==> src/nbbsm_pkg.sv <==
// Types, constants and helpers shared by the bad-block skip mapper modules.
package nbbsm_pkg;

    // Flash geometry
    localparam int unsigned SECTORS_PER_PAGE = 4;
    localparam int unsigned PAGES_PER_BLOCK  = 64;
    localparam int unsigned BLOCK_COUNT      = 4096;
    localparam int unsigned SEC_SHIFT        = $clog2(SECTORS_PER_PAGE);
    localparam int unsigned PG_SHIFT         = $clog2(PAGES_PER_BLOCK);

    // Field widths
    localparam int unsigned ACT_W   = 2;
    localparam int unsigned IDXIN_W = 5;
    localparam int unsigned ENTRY_W = 12;
    localparam int unsigned SADDR_W = 20;
    localparam int unsigned CNT_W   = 12;
    localparam int unsigned BASE_W  = 8;
    localparam int unsigned PAGE_W  = 6;
    localparam int unsigned SECP_W  = 2;
    localparam int unsigned SUM_W   = SADDR_W + 1;
    localparam int unsigned BLK_W   = SUM_W - SEC_SHIFT - PG_SHIFT;
    localparam int unsigned IN_DATA_W  = 56;
    localparam int unsigned OUT_DATA_W = 24;

    localparam logic [BASE_W-1:0] BASE_RESET = 8'd1;
    localparam int unsigned       BLK_MAX    = 4095;

    typedef enum logic [ACT_W-1:0] {
        ACT_LOAD  = 2'd0,
        ACT_XLATE = 2'd1,
        ACT_FIND  = 2'd2
    } t_action;

    // Controller to datapath
    typedef struct packed {
        logic capture;
        logic count_step;
        logic walk_step;
        logic skip_step;
        logic load_out;
    } t_dp_cmd;

    // Datapath to controller
    typedef struct packed {
        logic last_entry;
        logic n_zero;
        logic cur_bad;
        logic out_free;
    } t_dp_stat;

    function automatic logic over_flag(input logic [BLK_W-1:0] blk);
        return (32'(blk) >= BLOCK_COUNT) || (32'(blk) > BLK_MAX);
    endfunction

endpackage

==> src/nbbsm_ctrl.sv <==
// Sequencer for the bad-block skip mapper: count, walk, skip and result hand-off.
module nbbsm_ctrl
    import nbbsm_pkg::*;
(
    input  logic              i_clk,
    input  logic              i_rst_n,
    input  logic              i_valid,
    input  logic [ACT_W-1:0]  i_action,
    output logic              o_ready,
    output t_dp_cmd           o_cmd,
    input  t_dp_stat          i_stat
);

    typedef enum logic [2:0] {
        S_IDLE,
        S_COUNT,
        S_PASS,
        S_SKIP,
        S_DONE
    } t_state;

    t_state  r_state, n_state;
    t_action r_act;

    always_comb begin
        n_state = r_state;
        o_cmd   = '0;
        case (r_state)
            S_IDLE: begin
                if (i_valid) begin
                    o_cmd.capture = 1'b1;
                    case (t_action'(i_action))
                        ACT_XLATE: n_state = S_COUNT;
                        ACT_FIND:  n_state = S_PASS;
                        default:   n_state = S_DONE;
                    endcase
                end
            end
            S_COUNT: begin
                o_cmd.count_step = 1'b1;
                if (i_stat.last_entry) begin
                    n_state = S_PASS;
                end
            end
            S_PASS: begin
                if (i_stat.n_zero) begin
                    n_state = (r_act == ACT_XLATE) ? S_SKIP : S_DONE;
                end else begin
                    o_cmd.walk_step = 1'b1;
                end
            end
            S_SKIP: begin
                if (i_stat.cur_bad) begin
                    o_cmd.skip_step = 1'b1;
                end else begin
                    n_state = S_DONE;
                end
            end
            S_DONE: begin
                if (i_stat.out_free) begin
                    o_cmd.load_out = 1'b1;
                    n_state        = S_IDLE;
                end
            end
            default: n_state = S_IDLE;
        endcase
    end

    always_ff @(posedge i_clk) begin
        if (!i_rst_n) begin
            r_state <= S_IDLE;
            r_act   <= ACT_LOAD;
        end else begin
            r_state <= n_state;
            if (o_cmd.capture) begin
                r_act <= t_action'(i_action);
            end
        end
    end

    assign o_ready = (r_state == S_IDLE);

endmodule

==> src/nbbsm_dp.sv <==
// Datapath: bad list, comparator bank, block walker and result register.
module nbbsm_dp
    import nbbsm_pkg::*;
#(
    parameter int unsigned BAD_LIST_DEPTH = 32
)
(
    input  logic                  i_clk,
    input  logic                  i_rst_n,
    input  t_dp_cmd               i_cmd,
    output t_dp_stat              o_stat,
    input  logic                  i_cfg_wr_en,
    input  logic [BASE_W-1:0]     i_cfg_wr_data,
    input  logic [ACT_W-1:0]      i_action,
    input  logic [IN_DATA_W-1:0]  i_data,
    output logic                  o_m_valid,
    input  logic                  i_m_ready,
    output logic [OUT_DATA_W-1:0] o_m_data,
    output logic                  o_m_user
);

    localparam int unsigned IDX_W = (BAD_LIST_DEPTH > 1) ? $clog2(BAD_LIST_DEPTH) : 1;

    logic [ENTRY_W-1:0] r_list [BAD_LIST_DEPTH];
    logic [BASE_W-1:0]  r_base;
    logic [BLK_W-1:0]   r_cur;
    logic [CNT_W-1:0]   r_n;
    logic [IDX_W-1:0]   r_idx;
    logic [PAGE_W-1:0]  r_page;
    logic [SECP_W-1:0]  r_sec;
    t_action            r_act;
    logic               r_out_valid;
    logic [OUT_DATA_W-1:0] r_out_data;
    logic               r_out_ovf;

    logic [IDXIN_W-1:0] in_idx;
    logic [ENTRY_W-1:0] in_val;
    logic [SADDR_W-1:0] in_saddr;
    logic [CNT_W-1:0]   in_gc;
    logic [SUM_W-1:0]   sum;
    logic [BLK_W-1:0]   probe;
    logic [ENTRY_W-1:0] cur_entry;
    logic               hit;
    logic               in_range;
    logic [BLK_W-1:0]   res_blk;
    logic               res_ovf;

    assign in_idx   = i_data[IDXIN_W-1:0];
    assign in_val   = i_data[IDXIN_W +: ENTRY_W];
    assign in_saddr = i_data[IDXIN_W+ENTRY_W +: SADDR_W];
    assign in_gc    = i_data[IDXIN_W+ENTRY_W+SADDR_W +: CNT_W];

    // Logical sector plus image base in sectors
    assign sum = SUM_W'(in_saddr) + (SUM_W'(r_base) << (SEC_SHIFT + PG_SHIFT));

    // Comparator bank: during the count pass look for an earlier copy of the
    // current entry, otherwise test the walk position against every entry.
    assign cur_entry = r_list[r_idx];
    assign probe     = i_cmd.count_step ? BLK_W'(cur_entry) : r_cur;

    always_comb begin
        hit = 1'b0;
        for (int j = 0; j < int'(BAD_LIST_DEPTH); j++) begin
            if ((!i_cmd.count_step || (j < int'(r_idx)))
                    && (BLK_W'(r_list[j]) == probe)) begin
                hit = 1'b1;
            end
        end
    end

    assign in_range = (cur_entry >= ENTRY_W'(r_base)) && (BLK_W'(cur_entry) < r_cur);

    always_ff @(posedge i_clk) begin
        if (!i_rst_n) begin
            for (int k = 0; k < int'(BAD_LIST_DEPTH); k++) begin
                r_list[k] <= '0;
            end
        end else if (i_cmd.capture && (t_action'(i_action) == ACT_LOAD)
                && (32'(in_idx) < BAD_LIST_DEPTH)) begin
            r_list[IDX_W'(in_idx)] <= in_val;
        end
    end

    always_ff @(posedge i_clk) begin
        if (!i_rst_n) begin
            r_base <= BASE_RESET;
        end else if (i_cfg_wr_en) begin
            r_base <= i_cfg_wr_data;
        end
    end

    // Walk registers
    always_ff @(posedge i_clk) begin
        if (i_cmd.capture) begin
            r_act  <= t_action'(i_action);
            r_idx  <= '0;
            r_page <= sum[SEC_SHIFT +: PAGE_W];
            r_sec  <= sum[SECP_W-1:0];
            if (t_action'(i_action) == ACT_FIND) begin
                r_cur <= BLK_W'(1);
                r_n   <= in_gc;
            end else begin
                r_cur <= sum[SUM_W-1 -: BLK_W];
                r_n   <= '0;
            end
        end else if (i_cmd.count_step) begin
            r_idx <= r_idx + IDX_W'(1);
            if (in_range && !hit) begin
                r_n <= r_n + CNT_W'(1);
            end
        end else if (i_cmd.walk_step) begin
            r_cur <= r_cur + BLK_W'(1);
            if (!hit) begin
                r_n <= r_n - CNT_W'(1);
            end
        end else if (i_cmd.skip_step) begin
            r_cur <= r_cur + BLK_W'(1);
        end
    end

    always_comb begin
        res_blk = (r_act == ACT_FIND) ? (r_cur - BLK_W'(1)) : r_cur;
        res_ovf = over_flag(res_blk);
    end

    // Result register
    always_ff @(posedge i_clk) begin
        if (!i_rst_n) begin
            r_out_valid <= 1'b0;
        end else if (i_cmd.load_out) begin
            r_out_valid <= 1'b1;
        end else if (i_m_ready) begin
            r_out_valid <= 1'b0;
        end
    end

    always_ff @(posedge i_clk) begin
        if (i_cmd.load_out) begin
            case (r_act)
                ACT_XLATE: begin
                    r_out_data <= {4'd0, r_sec, r_page, res_blk[ENTRY_W-1:0]};
                    r_out_ovf  <= res_ovf;
                end
                ACT_FIND: begin
                    r_out_data <= {4'd0, SECP_W'(0), PAGE_W'(0), res_blk[ENTRY_W-1:0]};
                    r_out_ovf  <= res_ovf;
                end
                default: begin
                    r_out_data <= '0;
                    r_out_ovf  <= 1'b0;
                end
            endcase
        end
    end

    assign o_m_valid = r_out_valid;
    assign o_m_data  = r_out_data;
    assign o_m_user  = r_out_ovf;

    assign o_stat.last_entry = (r_idx == IDX_W'(BAD_LIST_DEPTH - 1));
    assign o_stat.n_zero     = (r_n == '0);
    assign o_stat.cur_bad    = hit;
    assign o_stat.out_free   = !r_out_valid || i_m_ready;

endmodule

==> src/nand_bad_block_skip_mapper.sv <==
// Top level of the NAND bad-block skip mapper.
//
//  port group     dir  payload (lowest bit first)
//  s_axis_*       in   tuser: action; tdata: entry_index, block_value,
//                      sector_address, good_count
//  m_axis_*       out  tuser: overflow; tdata: phys_block, page_in_block,
//                      sector_in_page
//  i_cfg_wr_*     in   base_block
//
// One item at a time. Load or unused action: straight to the result hand-off. Translate: one
// scan step per list entry, then one step per block walked past (good blocks counted plus bad
// blocks skipped). Search: one block tested per cycle against the whole list, walking over
// good_count good blocks and the bad blocks passed. The input is ready again in the same cycle
// in which m_axis_tvalid rises, so the next item runs while a result may still wait in the
// output register; it then holds in its last state. Reset clears the list at once.
module nand_bad_block_skip_mapper
    import nbbsm_pkg::*;
#(
    parameter int unsigned BAD_LIST_DEPTH = 32
)
(
    input  logic                  i_clk,
    input  logic                  i_rst_n,
    // input items
    input  logic                  s_axis_tvalid,
    output logic                  s_axis_tready,
    // entry_index[4:0], block_value[16:5], sector_address[36:17],
    // good_count[48:37], zero fill above
    input  logic [IN_DATA_W-1:0]  s_axis_tdata,
    // action[1:0]
    input  logic [ACT_W-1:0]      s_axis_tuser,
    // result items
    output logic                  m_axis_tvalid,
    input  logic                  m_axis_tready,
    // phys_block[11:0], page_in_block[17:12], sector_in_page[19:18], zero fill
    output logic [OUT_DATA_W-1:0] m_axis_tdata,
    // overflow[0]
    output logic                  m_axis_tuser,
    // base_block register
    input  logic                  i_cfg_wr_en,
    input  logic [BASE_W-1:0]     i_cfg_wr_data
);

    t_dp_cmd  dp_cmd;
    t_dp_stat dp_stat;

    // Sequence each item through the count, walk and skip phases that its action needs
    nbbsm_ctrl u_ctrl (
        .i_clk    (i_clk),
        .i_rst_n  (i_rst_n),
        .i_valid  (s_axis_tvalid),
        .i_action (s_axis_tuser),
        .o_ready  (s_axis_tready),
        .o_cmd    (dp_cmd),
        .i_stat   (dp_stat)
    );

    // Hold the bad list, walk the block number and present the result
    nbbsm_dp #(
        .BAD_LIST_DEPTH (BAD_LIST_DEPTH)
    ) u_dp (
        .i_clk         (i_clk),
        .i_rst_n       (i_rst_n),
        .i_cmd         (dp_cmd),
        .o_stat        (dp_stat),
        .i_cfg_wr_en   (i_cfg_wr_en),
        .i_cfg_wr_data (i_cfg_wr_data),
        .i_action      (s_axis_tuser),
        .i_data        (s_axis_tdata),
        .o_m_valid     (m_axis_tvalid),
        .i_m_ready     (m_axis_tready),
        .o_m_data      (m_axis_tdata),
        .o_m_user      (m_axis_tuser)
    );

endmodule

==> config.mk <==
export PLATFORM = sky130hd
export DESIGN_NAME = nand_bad_block_skip_mapper
export DESIGN_NICKNAME = d
export VERILOG_FILES = /design/src/nbbsm_pkg.sv /design/src/nbbsm_ctrl.sv /design/src/nbbsm_dp.sv /design/src/nand_bad_block_skip_mapper.sv
export SDC_FILE = /design/constraint.sdc
export NUM_CORES = 1
export LEC_CHECK = 0
export ABC_CLOCK_PERIOD_IN_PS = 14700
export BUFFER_PORTS_ARGS = -buffer_cell sky130_fd_sc_hd__buf_4
export CORE_UTILIZATION = 25
export DETAILED_ROUTE_END_ITERATION = 16
export HOLD_SLACK_MARGIN = 0.06
export PLACE_DENSITY_LB_ADDON = 0.15
export REMOVE_ABC_BUFFERS = 1
export SLEW_MARGIN = 20
export SYNTH_ARGS = -nofsm -noshare
export SYNTH_HDL_FRONTEND = slang
export SYNTH_SLANG_ARGS = --single-unit
==> constraint.sdc <==
create_clock -name i_clk -period 14.7 [get_ports i_clk]
set_input_delay 0.735 -clock i_clk [delete_from_list [all_inputs] [get_ports i_clk]]
set_output_delay 0.735 -clock i_clk [all_outputs]
set_load 0.05 [all_outputs]
==> results.cfg <==
[outcome]
status = finished, final reports clean

[logic_synthesis]
ys_async_sr_fraction = 0
yosysWarningCount = 0
synth_seq_cells = 464
synth_edf_count = 440
yosysSeqAreaShare = 0.446
synth_cells = 2939
syn-cell-area_sq_mm = 0.0307
synth_cell_types = 101
yosysTopAreaCell = edfxtp_1
synthTopCellsByCount = 440 x edfxtp_1, 401 x and2_1, 216 x xnor2_1
yosys-top-cells-area = edfxtp_1 43%, and2_1 8.2%, mux2i_1 6.8%, xnor2_1 6.2%, xor2_1 4.5%
synth_top_area_share = 0.431
yosysMostFrequentCell = edfxtp_1
synthFlopType = edfxtp_1
synth.avg_cell_area_sq_um = 10.4

[cts]
cts_max_level = 2
cts_tree = done
clock_latency_ns = 0.66
clk_pin_slew_ns = 0.06
cts_buffers = 57
postCtsHoldBufs = 0
cts-root-buf = clkbuf_16
cts_max_path_buffers = 3
numClockSinks = 464
post-cts-setup-buffer-count = 0
ctsResizeCount = 0

[power]
comb_power_share = 0.495
p_seq_frac = 0.276
p_per_area_mw_per_mm2 = 179
swShare = 0.470
p_clk_frac = 0.229
vdd_drop_max_mv = 0.136
p_sw_mw = 2.91
p_leak_nw = 11.8
fin_total_pwr_mw = 6.19
p_int_mw = 3.28

[sta]
tightest_slew_ns = 1.38
finalHoldViolCount = 0
setup_viol = 0
drv_slew = 0
finalCriticalPeriod_ns = 8.01
period_share = 0.545
slew_headroom = 0.0572
rsz0062_at_grt = no
fmax_ghz = 0.125
setup_tns_ns = 0
clock_skew_ns = 0.0359

[critical_path]
worstSetupPathType = flip-flop to flip-flop
worstReg2RegEnd = u_dp.r_cur[6]
ff2ff_path_depth = 15
worstPathRequired_ns = 14.87
endpoint_kind = flip-flop
crit_path_start_kind = flip-flop
cp_slowest_cell = nor2_1
slowest_delay_ns = 0.87
path_cells = buf_4 > buf_4 > mux2i_1 > a22oi_1 > a21oi_1 > or4_4 > inv_2 > nor2_1 > a2111oi_4 > nand4_1 > a2111oi_0 > nor4_1 > nand4_2 > o41ai_2 > nand3_1
r2r_setup_slack_ns = 6.69
worstPathMaxFanout = 48
path_common_cell = buf_4
critPathArrivalTime_ns = 8.17

[grt]
grt_pass1_vias = 24100
antenna_found_initial = 10
grt_overflow = 0
grt_usage = 0.232
grt_max_degree = 85
grt_pass1_wl_um = 203000

[routing]
dr.pass1.iters = 6
first_iter_violations = 3491
num_vias = 25100
drcViolationCount = 0
post_drt_via_cell_ratio = 5.46
wire_per_inst_um = 32.3
ant_nets = 0
totalWireLength_um = 149000

[floorplanning]
start_util = 0.252
io_pins = 98
die_h_um = 352
die_w_um = 352
num_rows = 128
dieArea_sq_mm = 0.124
coreArea_sq_mm = 0.122

[flow_run]
maxCapViolations = 0

[min_path]
hold_class = primary input to flip-flop
hold_depth = 1
whs_endpoint = u_dp.r_sec[0]
hold_start = s_axis_tdata[17]

[cells_and_area]
drive_gt1_frac = 0.109
syn2layout_area_growth_pct = 12.8
nets = 3043

[placement]
hpwl_um = 99200
portBuffers = 86
finalWeightedCongestion = 1.00
==> layout by cell type (no fill, tap or decap), types with 60 or more instances in the layout <==
cell and instances:
mux2i_1 208, o22ai_1 65, edfxtp_1 440, o21ai_0 76, buf_4 177, xor2_1 157
and2_1 400, xnor2_1 216, nor2_1 124, nor3_1 60, a22oi_1 118, nand2_1 91
a21oi_1 127
==> routing by layer <==
metal  track usage  part of all wire  wire length (um)
met1         0.331              0.44             65800
met2         0.345              0.42             62800
met3        0.0395             0.088             13100
met4        0.0931             0.046              6780
met5             0          0.000088                13
==> critical path: cells and delay by family, from the launching register on <==
family	cells	cell delay, ns
and+or+nand+nor	6	3.33
AOI/OAI and AO/OA	5	1.50
buffers and inverters	3	1.49
DFF	1	0.70
muxes	1	0.39
==> flip-flops by register name, indices dropped and copies added, names as in the netlist, named ones only <==
register and flops:
u_dp.r_idx 5, u_dp.r_list 384, u_dp.r_n 12, u_ctrl.r_act 2
u_dp.r_sec 2, u_dp.o_m_valid 1, u_dp.r_cur 13, u_dp.r_page 6
u_dp.r_act 2, u_dp.o_m_data 20, u_dp.r_base 8, u_dp.o_m_user 1
u_ctrl.r_state 3
==> how the worst max path moves through the flow <==
| stage | slack [ns] | to | cells after the start | from |
|---|---|---|---|---|
| 2_1_floorplan | 2.09 | u_dp.r_n[0] | 12 | u_ctrl.r_state[0] |
| 3_3_place_gp | 7.11 | u_dp.r_cur[3] | 14 | flip-flop |
| 3_5_place_dp | 7.15 | u_dp.r_cur[3] | 14 | flip-flop |
| 4_1_cts | 7.07 | u_dp.r_cur[0] | 14 | flip-flop |
| 5_1_grt | 6.79 | u_dp.r_cur[6] | 16 | flip-flop |
| 6_report | 6.69 | u_dp.r_cur[6] | 15 | flip-flop |
==> cell families (layout without fill, tap and decap cells) <==
| group | Yosys count | after routing | synth area share |
|---|---|---|---|
| and+or+nand+nor | 934 | 934 | 0.171 |
| AOI/OAI and AO/OA | 600 | 600 | 0.135 |
| DFF | 464 | 464 | 0.446 |
| xor gates and xnor gates | 373 | 373 | 0.106 |
| buffers and inverters | 309 | 334 | 0.0527 |
| muxes | 209 | 209 | 0.0682 |
| adders and majority gates | 49 | 49 | 0.0205 |
| other | 1 | 6 | 0.000122 |
==> power by group through the flow <==
stage               Sequential (mW)  Combinational, mW  Clock, mW
floorplan                      1.87               1.47          0
global placement               1.73               2.95          0
detailed placement             1.73               2.95          0
CTS                            1.71               2.96       1.44
global route                   1.72               3.14       1.49
finish                         1.71               3.06       1.42
==> final cells by class <==
type | instances | area (sq um)
diodes | 2 | 5.00
repair buffers | 178 | 1350
fillers | 12800 | 87100
clock inverters | 37 | 322
multi-input cells | 2169 | 15500
inverters | 53 | 211
clock buffers | 66 | 1480
well taps | 1625 | 2030
flip-flops and latches | 464 | 13700
==> stage by stage <==
step                hold WS [ns]  utilization  cell area [sq um]  cells  setup WS [ns]
floorplan                  0.431            -              29300   2686           2.09
finish                     0.265        0.284              34600   4594           6.69
global route               0.241        0.284              34600   4592           6.79
detailed placement         0.445        0.269              32800   4489           7.15
CTS                        0.232        0.284              34600   4592           7.07
global placement           0.443        0.269              32800   4489           7.11
Power figures use the tool's default switching activity.
